## src/hw/rtl/b64c_pkg.sv

```systemverilog
// Shared types, codes and alphabet functions for the base64url stream codec.
package b64c_pkg;

	localparam logic DIR_ENCODE = 1'b0;
	localparam logic DIR_DECODE = 1'b1;

	localparam logic [1:0] STATUS_OK            = 2'd0;
	localparam logic [1:0] STATUS_INVALID       = 2'd1;
	localparam logic [1:0] STATUS_NONCANONICAL  = 2'd2;

	localparam logic [7:0] CHAR_PAD   = 8'h3d;	// '='
	localparam logic [7:0] CHAR_DASH  = 8'h2d;	// '-'
	localparam logic [7:0] CHAR_UNDER = 8'h5f;	// '_'
	localparam logic [7:0] CHAR_UP_A  = 8'h41;
	localparam logic [7:0] CHAR_UP_Z  = 8'h5a;
	localparam logic [7:0] CHAR_LO_A  = 8'h61;
	localparam logic [7:0] CHAR_LO_Z  = 8'h7a;
	localparam logic [7:0] CHAR_ZERO  = 8'h30;
	localparam logic [7:0] CHAR_NINE  = 8'h39;

	typedef struct packed {
		logic [7:0] symbol;
		logic       is_last;
	} b64c_in_t;

	typedef struct packed {
		logic [7:0] out_value;
		logic       value_present;
		logic       end_of_run;
		logic [1:0] status;
	} b64c_out_t;

	// Sextet to alphabet character.
	function automatic logic [7:0] char_of(input logic [5:0] v);
		logic [7:0] w;
		w = {2'b00, v};
		if (v < 6'd26)
			return w + CHAR_UP_A;
		else if (v < 6'd52)
			return w + (CHAR_LO_A - 8'd26);
		else if (v < 6'd62)
			return w - (8'd52 - CHAR_ZERO);
		else if (v == 6'd62)
			return CHAR_DASH;
		else
			return CHAR_UNDER;
	endfunction

	// Character to sextet; bit 6 set means the character is not in the alphabet.
	function automatic logic [6:0] sextet_of(input logic [7:0] c);
		if (c >= CHAR_UP_A && c <= CHAR_UP_Z)
			return {1'b0, 6'(c - CHAR_UP_A)};
		else if (c >= CHAR_LO_A && c <= CHAR_LO_Z)
			return {1'b0, 6'(c - CHAR_LO_A + 8'd26)};
		else if (c >= CHAR_ZERO && c <= CHAR_NINE)
			return {1'b0, 6'(c - CHAR_ZERO + 8'd52)};
		else if (c == CHAR_DASH)
			return 7'd62;
		else if (c == CHAR_UNDER)
			return 7'd63;
		else
			return 7'h40;
	endfunction

endpackage

```

## src/hw/rtl/base64url_stream_codec_core.sv

```systemverilog
// Unpadded base64url codec core: input register, codec logic, two-slot result register.
// An accepted item is held in an input register and is worked into a two-slot result
// register. Items that give zero or one result go through at one per cycle while
// out_ready holds; an encoded byte that yields two characters (every third byte, or a
// last byte that needs a flush character) holds the input stage until the second one
// is taken, since the single result port drains one result per cycle. The direction
// register (0 encode, 1 decode) is written through the cfg port, which is always ready;
// a write also clears any partial string. In decode mode the final result of a string
// carries the status (ok, invalid, non-canonical); bytes already emitted for a string
// whose final status is not ok should be discarded downstream.
module base64url_stream_codec_core (
	input  logic                clk,
	input  logic                arst_n,
	input  logic                cfg_valid,
	output logic                cfg_ready,
	input  logic                cfg_data,
	input  logic                in_valid,
	output logic                in_ready,
	input  b64c_pkg::b64c_in_t  in_item,
	output logic                out_valid,
	input  logic                out_ready,
	output b64c_pkg::b64c_out_t out_item
);

	logic                dir_q;
	logic                s1_valid_q;
	b64c_pkg::b64c_in_t  s1_item_s1;
	b64c_pkg::b64c_out_t res0_s2, res1_s2;
	logic [1:0]          res_cnt_q;

	logic [5:0] acc_q, acc_nx;
	logic [2:0] pend_q, pend_nx;
	logic [1:0] len_q, len_nx;
	logic       pad_q, pad_nx, bad_q, bad_nx;

	logic                s1_adv, pop;
	b64c_pkg::b64c_out_t r0, r1;
	logic [1:0]          n_res;

	logic [11:0] enc_acc, dec_acc;
	logic [5:0]  ch0, ch1;
	logic        two;
	logic [6:0]  sx;
	logic [7:0]  dbyte;
	logic        dpres, tail_nz;
	logic [1:0]  dstat;

	assign cfg_ready = 1'b1;
	assign out_valid = (res_cnt_q != 2'd0);
	assign out_item  = res0_s2;
	assign pop       = out_valid && out_ready;
	assign s1_adv    = s1_valid_q && ((res_cnt_q == 2'd0) || (res_cnt_q == 2'd1 && pop));
	assign in_ready  = !s1_valid_q || s1_adv;

	always_comb begin
		acc_nx  = acc_q;
		pend_nx = pend_q;
		len_nx  = len_q;
		pad_nx  = pad_q;
		bad_nx  = bad_q;
		r0      = '0;
		r1      = '0;
		n_res   = 2'd0;
		enc_acc = {acc_q[3:0], s1_item_s1.symbol};
		dec_acc = '0;
		ch0     = '0;
		ch1     = '0;
		two     = 1'b0;
		sx      = b64c_pkg::sextet_of(s1_item_s1.symbol);
		dbyte   = '0;
		dpres   = 1'b0;
		tail_nz = 1'b0;
		dstat   = b64c_pkg::STATUS_OK;

		if (dir_q == b64c_pkg::DIR_ENCODE) begin
			// ch1 is either the second full sextet or the zero-padded flush
			case (pend_q)
				3'd0: begin
					ch0     = enc_acc[7:2];
					ch1     = {enc_acc[1:0], 4'b0000};
					two     = s1_item_s1.is_last;
					pend_nx = 3'd2;
				end
				3'd2: begin
					ch0     = enc_acc[9:4];
					ch1     = {enc_acc[3:0], 2'b00};
					two     = s1_item_s1.is_last;
					pend_nx = 3'd4;
				end
				default: begin
					ch0     = enc_acc[11:6];
					ch1     = enc_acc[5:0];
					two     = 1'b1;
					pend_nx = 3'd0;
				end
			endcase
			acc_nx           = s1_item_s1.symbol[5:0];
			r0.out_value     = b64c_pkg::char_of(ch0);
			r0.value_present = 1'b1;
			r0.end_of_run    = s1_item_s1.is_last && !two;
			r1.out_value     = b64c_pkg::char_of(ch1);
			r1.value_present = 1'b1;
			r1.end_of_run    = s1_item_s1.is_last;
			n_res            = two ? 2'd2 : 2'd1;
		end else begin
			len_nx = len_q + 2'd1;
			if (s1_item_s1.symbol == b64c_pkg::CHAR_PAD) begin
				pad_nx = 1'b1;
			end else if (sx[6]) begin
				bad_nx = 1'b1;
			end else begin
				dec_acc = {acc_q, sx[5:0]};
				acc_nx  = sx[5:0];
				case (pend_q)
					3'd0: begin
						pend_nx = 3'd6;
					end
					3'd2: begin
						dbyte   = dec_acc[7:0];
						dpres   = 1'b1;
						pend_nx = 3'd0;
					end
					3'd4: begin
						dbyte   = dec_acc[9:2];
						dpres   = 1'b1;
						pend_nx = 3'd2;
					end
					default: begin
						dbyte   = dec_acc[11:4];
						dpres   = 1'b1;
						pend_nx = 3'd4;
					end
				endcase
			end
			// leftover bits that never made a byte must be zero
			case (pend_nx)
				3'd0:    tail_nz = 1'b0;
				3'd2:    tail_nz = (acc_nx[1:0] != 2'd0);
				3'd4:    tail_nz = (acc_nx[3:0] != 4'd0);
				default: tail_nz = (acc_nx != 6'd0);
			endcase
			if (pad_nx)
				dstat = b64c_pkg::STATUS_NONCANONICAL;
			else if (len_nx == 2'd1 || bad_nx)
				dstat = b64c_pkg::STATUS_INVALID;
			else if (tail_nz)
				dstat = b64c_pkg::STATUS_NONCANONICAL;
			r0.out_value     = dbyte;
			r0.value_present = dpres;
			r0.end_of_run    = s1_item_s1.is_last;
			r0.status        = s1_item_s1.is_last ? dstat : b64c_pkg::STATUS_OK;
			n_res            = (dpres || s1_item_s1.is_last) ? 2'd1 : 2'd0;
		end

		if (s1_item_s1.is_last) begin
			acc_nx  = '0;
			pend_nx = '0;
			len_nx  = '0;
			pad_nx  = 1'b0;
			bad_nx  = 1'b0;
		end
	end

	always_ff @(posedge clk or negedge arst_n) begin
		if (!arst_n) begin
			dir_q      <= b64c_pkg::DIR_ENCODE;
			s1_valid_q <= 1'b0;
			res_cnt_q  <= 2'd0;
			acc_q      <= '0;
			pend_q     <= '0;
			len_q      <= '0;
			pad_q      <= 1'b0;
			bad_q      <= 1'b0;
		end else begin
			if (in_ready)
				s1_valid_q <= in_valid;
			if (s1_adv)
				res_cnt_q <= n_res;
			else if (pop)
				res_cnt_q <= res_cnt_q - 2'd1;
			if (cfg_valid && cfg_ready) begin
				dir_q  <= cfg_data;
				acc_q  <= '0;
				pend_q <= '0;
				len_q  <= '0;
				pad_q  <= 1'b0;
				bad_q  <= 1'b0;
			end else if (s1_adv) begin
				acc_q  <= acc_nx;
				pend_q <= pend_nx;
				len_q  <= len_nx;
				pad_q  <= pad_nx;
				bad_q  <= bad_nx;
			end
		end
	end

	always_ff @(posedge clk) begin
		if (in_valid && in_ready)
			s1_item_s1 <= in_item;
		if (s1_adv) begin
			res0_s2 <= r0;
			res1_s2 <= r1;
		end else if (pop) begin
			res0_s2 <= res1_s2;
		end
	end

endmodule

```

## config.mk

```make
export PLATFORM = sky130hd
export DESIGN_NAME = base64url_stream_codec_core
export DESIGN_NICKNAME = d
export VERILOG_FILES = /design/src/hw/rtl/b64c_pkg.sv /design/src/hw/rtl/base64url_stream_codec_core.sv
export SDC_FILE = /design/constraint.sdc
export NUM_CORES = 1
export LEC_CHECK = 0
export ABC_AREA = 1
export BUFFER_PORTS_ARGS = -buffer_cell sky130_fd_sc_hd__buf_4
export CORE_UTILIZATION = 35
export DETAILED_ROUTE_END_ITERATION = 16
export PLACE_DENSITY_LB_ADDON = 0.1
export SYNTH_ARGS = -nofsm -noshare
export SYNTH_HDL_FRONTEND = slang
export SYNTH_SLANG_ARGS = --single-unit
```

## constraint.sdc

```tcl
create_clock -name clk -period 3 [get_ports clk]
set_input_delay 0.6 -clock clk [delete_from_list [all_inputs] [get_ports clk]]
set_output_delay 0.6 -clock clk [all_outputs]
set_load 0.1 [all_outputs]
```

==> results.md <==
- Worst hold path type: primary input to async pin
- GR Util All Layers: 0.2162
- Area grow syn2layout: 16.53%
- Shortest clock period the worst path allows after layout: about 2.8 ns
- Pwr Total: 4.909 mW
- Clk_lat worst skew: just under 0.3 ns
- IO Pins: 30
- Worst Max-Slew Pin Slew: around 0.77 ns
- Max clock buf depth: 2
- Crit end category: flip-flop
- Mapped Nets: just over 600
- Area share of the largest cell type after synthesis: 0.2282
- Largest net degree at the start of global routing: 21
- FILL cells: between 1000 and 1500
- Max-cap viol count: 0
- Port Buffers: 28
- Fmax: roughly 360 MHz
- Flop-to-flop setup slack: between 0.15 and 0.2 ns
- Seq/Total Area, Yosys: 0.3325
- Placed insts: 750
- Placed inst area: roughly 4500 µm²
- Antenna violations before repair: 0
- CP required: 3.05 ns
- Unique masters post-synth: 47
- Number of inserted diodes: 0
- Global-route wire length before repair: approximately 19000 µm
- Crit-path slowest cell: edfxtp_1
- Die area: 12090 µm²
- Crit Path Max Fanout: 12
- CTS tree: built
- Root Driver: clkbuf_16
- Fin. Hold Viols: 0
- CORE AREA: around 11000 µm²
- Type of the worst setup path: flip-flop to flip-flop
- VDD IR max: slightly below 1 mV
- Hold Buf Count CTS: 0
- Count of pins over their slew limit: 0
- Startpoint Class: flip-flop
- Sink Count: 48
- Yosys reg bits: 48
- Ys async rst share: 0.3542
- CTS clk-pin slew, worst paths: 0.07 ns
- Vias in the first global route: around 3700
- Vias: approximately 4100
- Site Rows: 39
- Mapped Area: about 4100 µm²
- Outcome: completed
- CP peak stage delay: between 0.5 and 0.6 ns
- Syn Inst Count: between 500 and 600
- CP most frequent cell: nand2_1
- CTS H-tree lvls: 2
- Post-DR vias/cell: 5.306
- Number of flops mapped to enable cells by yosys: 31
- Layout Cells excl Fill: ~760
- Syn avg cell area: approximately 7.1 µm²
- Iter 0 DRT Violations: around 330
- Routed wire length: 12530 µm
- Starting Density: 0.3588
- Die W: approximately 110 µm
- CP cell instances: buf_4 -> ha_1 -> inv_1 -> nand3_1 -> nand2_2 -> nand2_2 -> nand2_2 -> inv_2 -> nand3_4 -> nand2_4 -> nand2_1 -> nand2_1 -> nor2_1 -> nand2_1 -> nand2_1 -> nand3_1 -> nand2_1 -> a21oi_2
- GPL Wtd Cong: just over 0.9
- Predominant post-synthesis flop cell: edfxtp_1
- Layout Nets: roughly 660
- DP Wirelength: approximately 9800 µm
- Yosys Warn Count: 0
- CTS buffer count: 5
- Final instance area: 4753 µm²
- Avg WL per Cell: approximately 16 µm
- DRT Pass-1 Iters: 5
- Share of layout cells above drive strength 1: 0.1723
- Synth top cells by count: 144 x nand2_1, 61 x inv_1, 61 x nor2_1, 45 x nand3_1, 42 x o21ai_0
- Leakage power: around 2.2 nW
- Worst Skew: roughly 0.0085 ns
- Post-synth top area cell: edfxtp_1
- Synth top area cells: edfxtp_1 23%, nand2_1 13%, dfrtp_1 10%, ha_1 6.7%, inv_1 5.6%
- # setup viols final: 0
- Most frequent cell after synthesis: nand2_1
- Pwr/cell area: between 1000 and 1500 nW/µm²
- Register-to-Register Path Depth: 18
- Period utilization: 0.9342
- Max-slew headroom: 0.4833
- Die H: 110.0 µm
- Critical Path AT: roughly 2.9 ns
- Drc violations: 0
- GRT Residual Overflow: 0
- Antenna-violating nets left: 0
[repair_timing]
| item | CTS | global route |
|---|---|---|
| buffers inserted | 0 | 6 |
| setup endpoints to repair | 0 | 3 |
| gates resized for setup | 0 | 7 |
[area by class of cell]
class | count | area, µm² | area share
tap | 143 | 178.9 | 0.03764
sequential | 48 | 1356 | 0.2853
multi-input combinational | 434 | 2357 | 0.4959
clock buffer | 6 | 150.1 | 0.03159
inverter | 78 | 300.3 | 0.06317
clock inverter | 2 | 12.51 | 0.002632
timing repair buffer | 53 | 397.9 | 0.08371
[flip-flops by register name, indices dropped and copies added, names as in the netlist]
signal	flops
out_item	12
res1_s2	10
enc_acc	8
acc_q	6
pend_q	3
len_q	2
res_cnt_q	2
bad_q	1
dir_q	1
pad_q	1
s1_item_s1	1
s1_valid_q	1
[layout by cell type, fill, tap and decap left out, types with 5 or more instances in the layout]
cell and instances:
a21oi_1 31, nand3_1 45, buf_4 53, edfxtp_1 31, nand2_2 8, o211ai_1 8
inv_2 12, nand2_1 143, nor2_1 59, xor2_1 14, nor3_1 7, dfrtp_1 17
a31oi_1 5, o21ai_0 42, clkbuf_16 6, nor2_2 5, inv_1 61, ha_1 22
[metal layers]
layer,share of wire,track usage,vias up
li1,-,-,1997
met1,0.46,0.3031,1856
met2,0.44,0.3388,179
met3,0.069,0.03260,22
met4,0.025,0.06857,0
met5,0,0,-
[worst paths after layout]
kind	from	end
min in group clk	in_item[8]	enc_acc[7]
setup / recovery	enc_acc[2]	out_item[1]
hold / removal	arst_n	res_cnt_q[1]
setup reg to reg	enc_acc[2]	out_item[1]
hold reg to reg	res1_s2[2]	out_item[2]
max in group asynchronous	arst_n	pend_q[1]
[critical path, delay by kind of cell, from the launching register on]
family,cells,cell delay [ns]
and+or+nand+nor,13,1.34
AOI/OAI and AO/OA,1,0.05
buffers and inverters,3,0.40
adders and majority gates,1,0.26
DFF,1,0.51
[where the power goes]
group,leakage (nW),switching (mW),internal (mW)
Combinational,1.56,2.32,0.837
Clock,0.0780,0.253,0.358
Sequential,0.526,0.127,1.02
Total,2.16,2.70,2.21
[stage by stage]
stage | utilization | TNS, ns | worst slack (ns) | hold slack [ns]
2_1_floorplan | - | 0 | 0.6485 | 0.3044
3_3_place_gp | 0.3982 | -0.02657 | -0.02657 | 0.5006
3_5_place_dp | 0.3982 | 0 | 0.01066 | 0.4999
4_1_cts | 0.4125 | 0 | 0.01034 | 0.1888
5_1_grt | 0.4181 | -0.003356 | -0.003356 | 0.1863
6_report | 0.4181 | 0 | 0.1973 | 0.1739
[logic make-up after synthesis]
group                    synth area share
flip-flops                         0.3325
AND/OR/NAND/NOR                    0.3068
XOR/XNOR                          0.03650
buffers and inverters             0.09386
other                           0.0009194
adder cells (fa/ha/maj)           0.06748
AO/OA/AOI/OAI                      0.1620
Note: power is estimated with default switching activity, not from simulation.
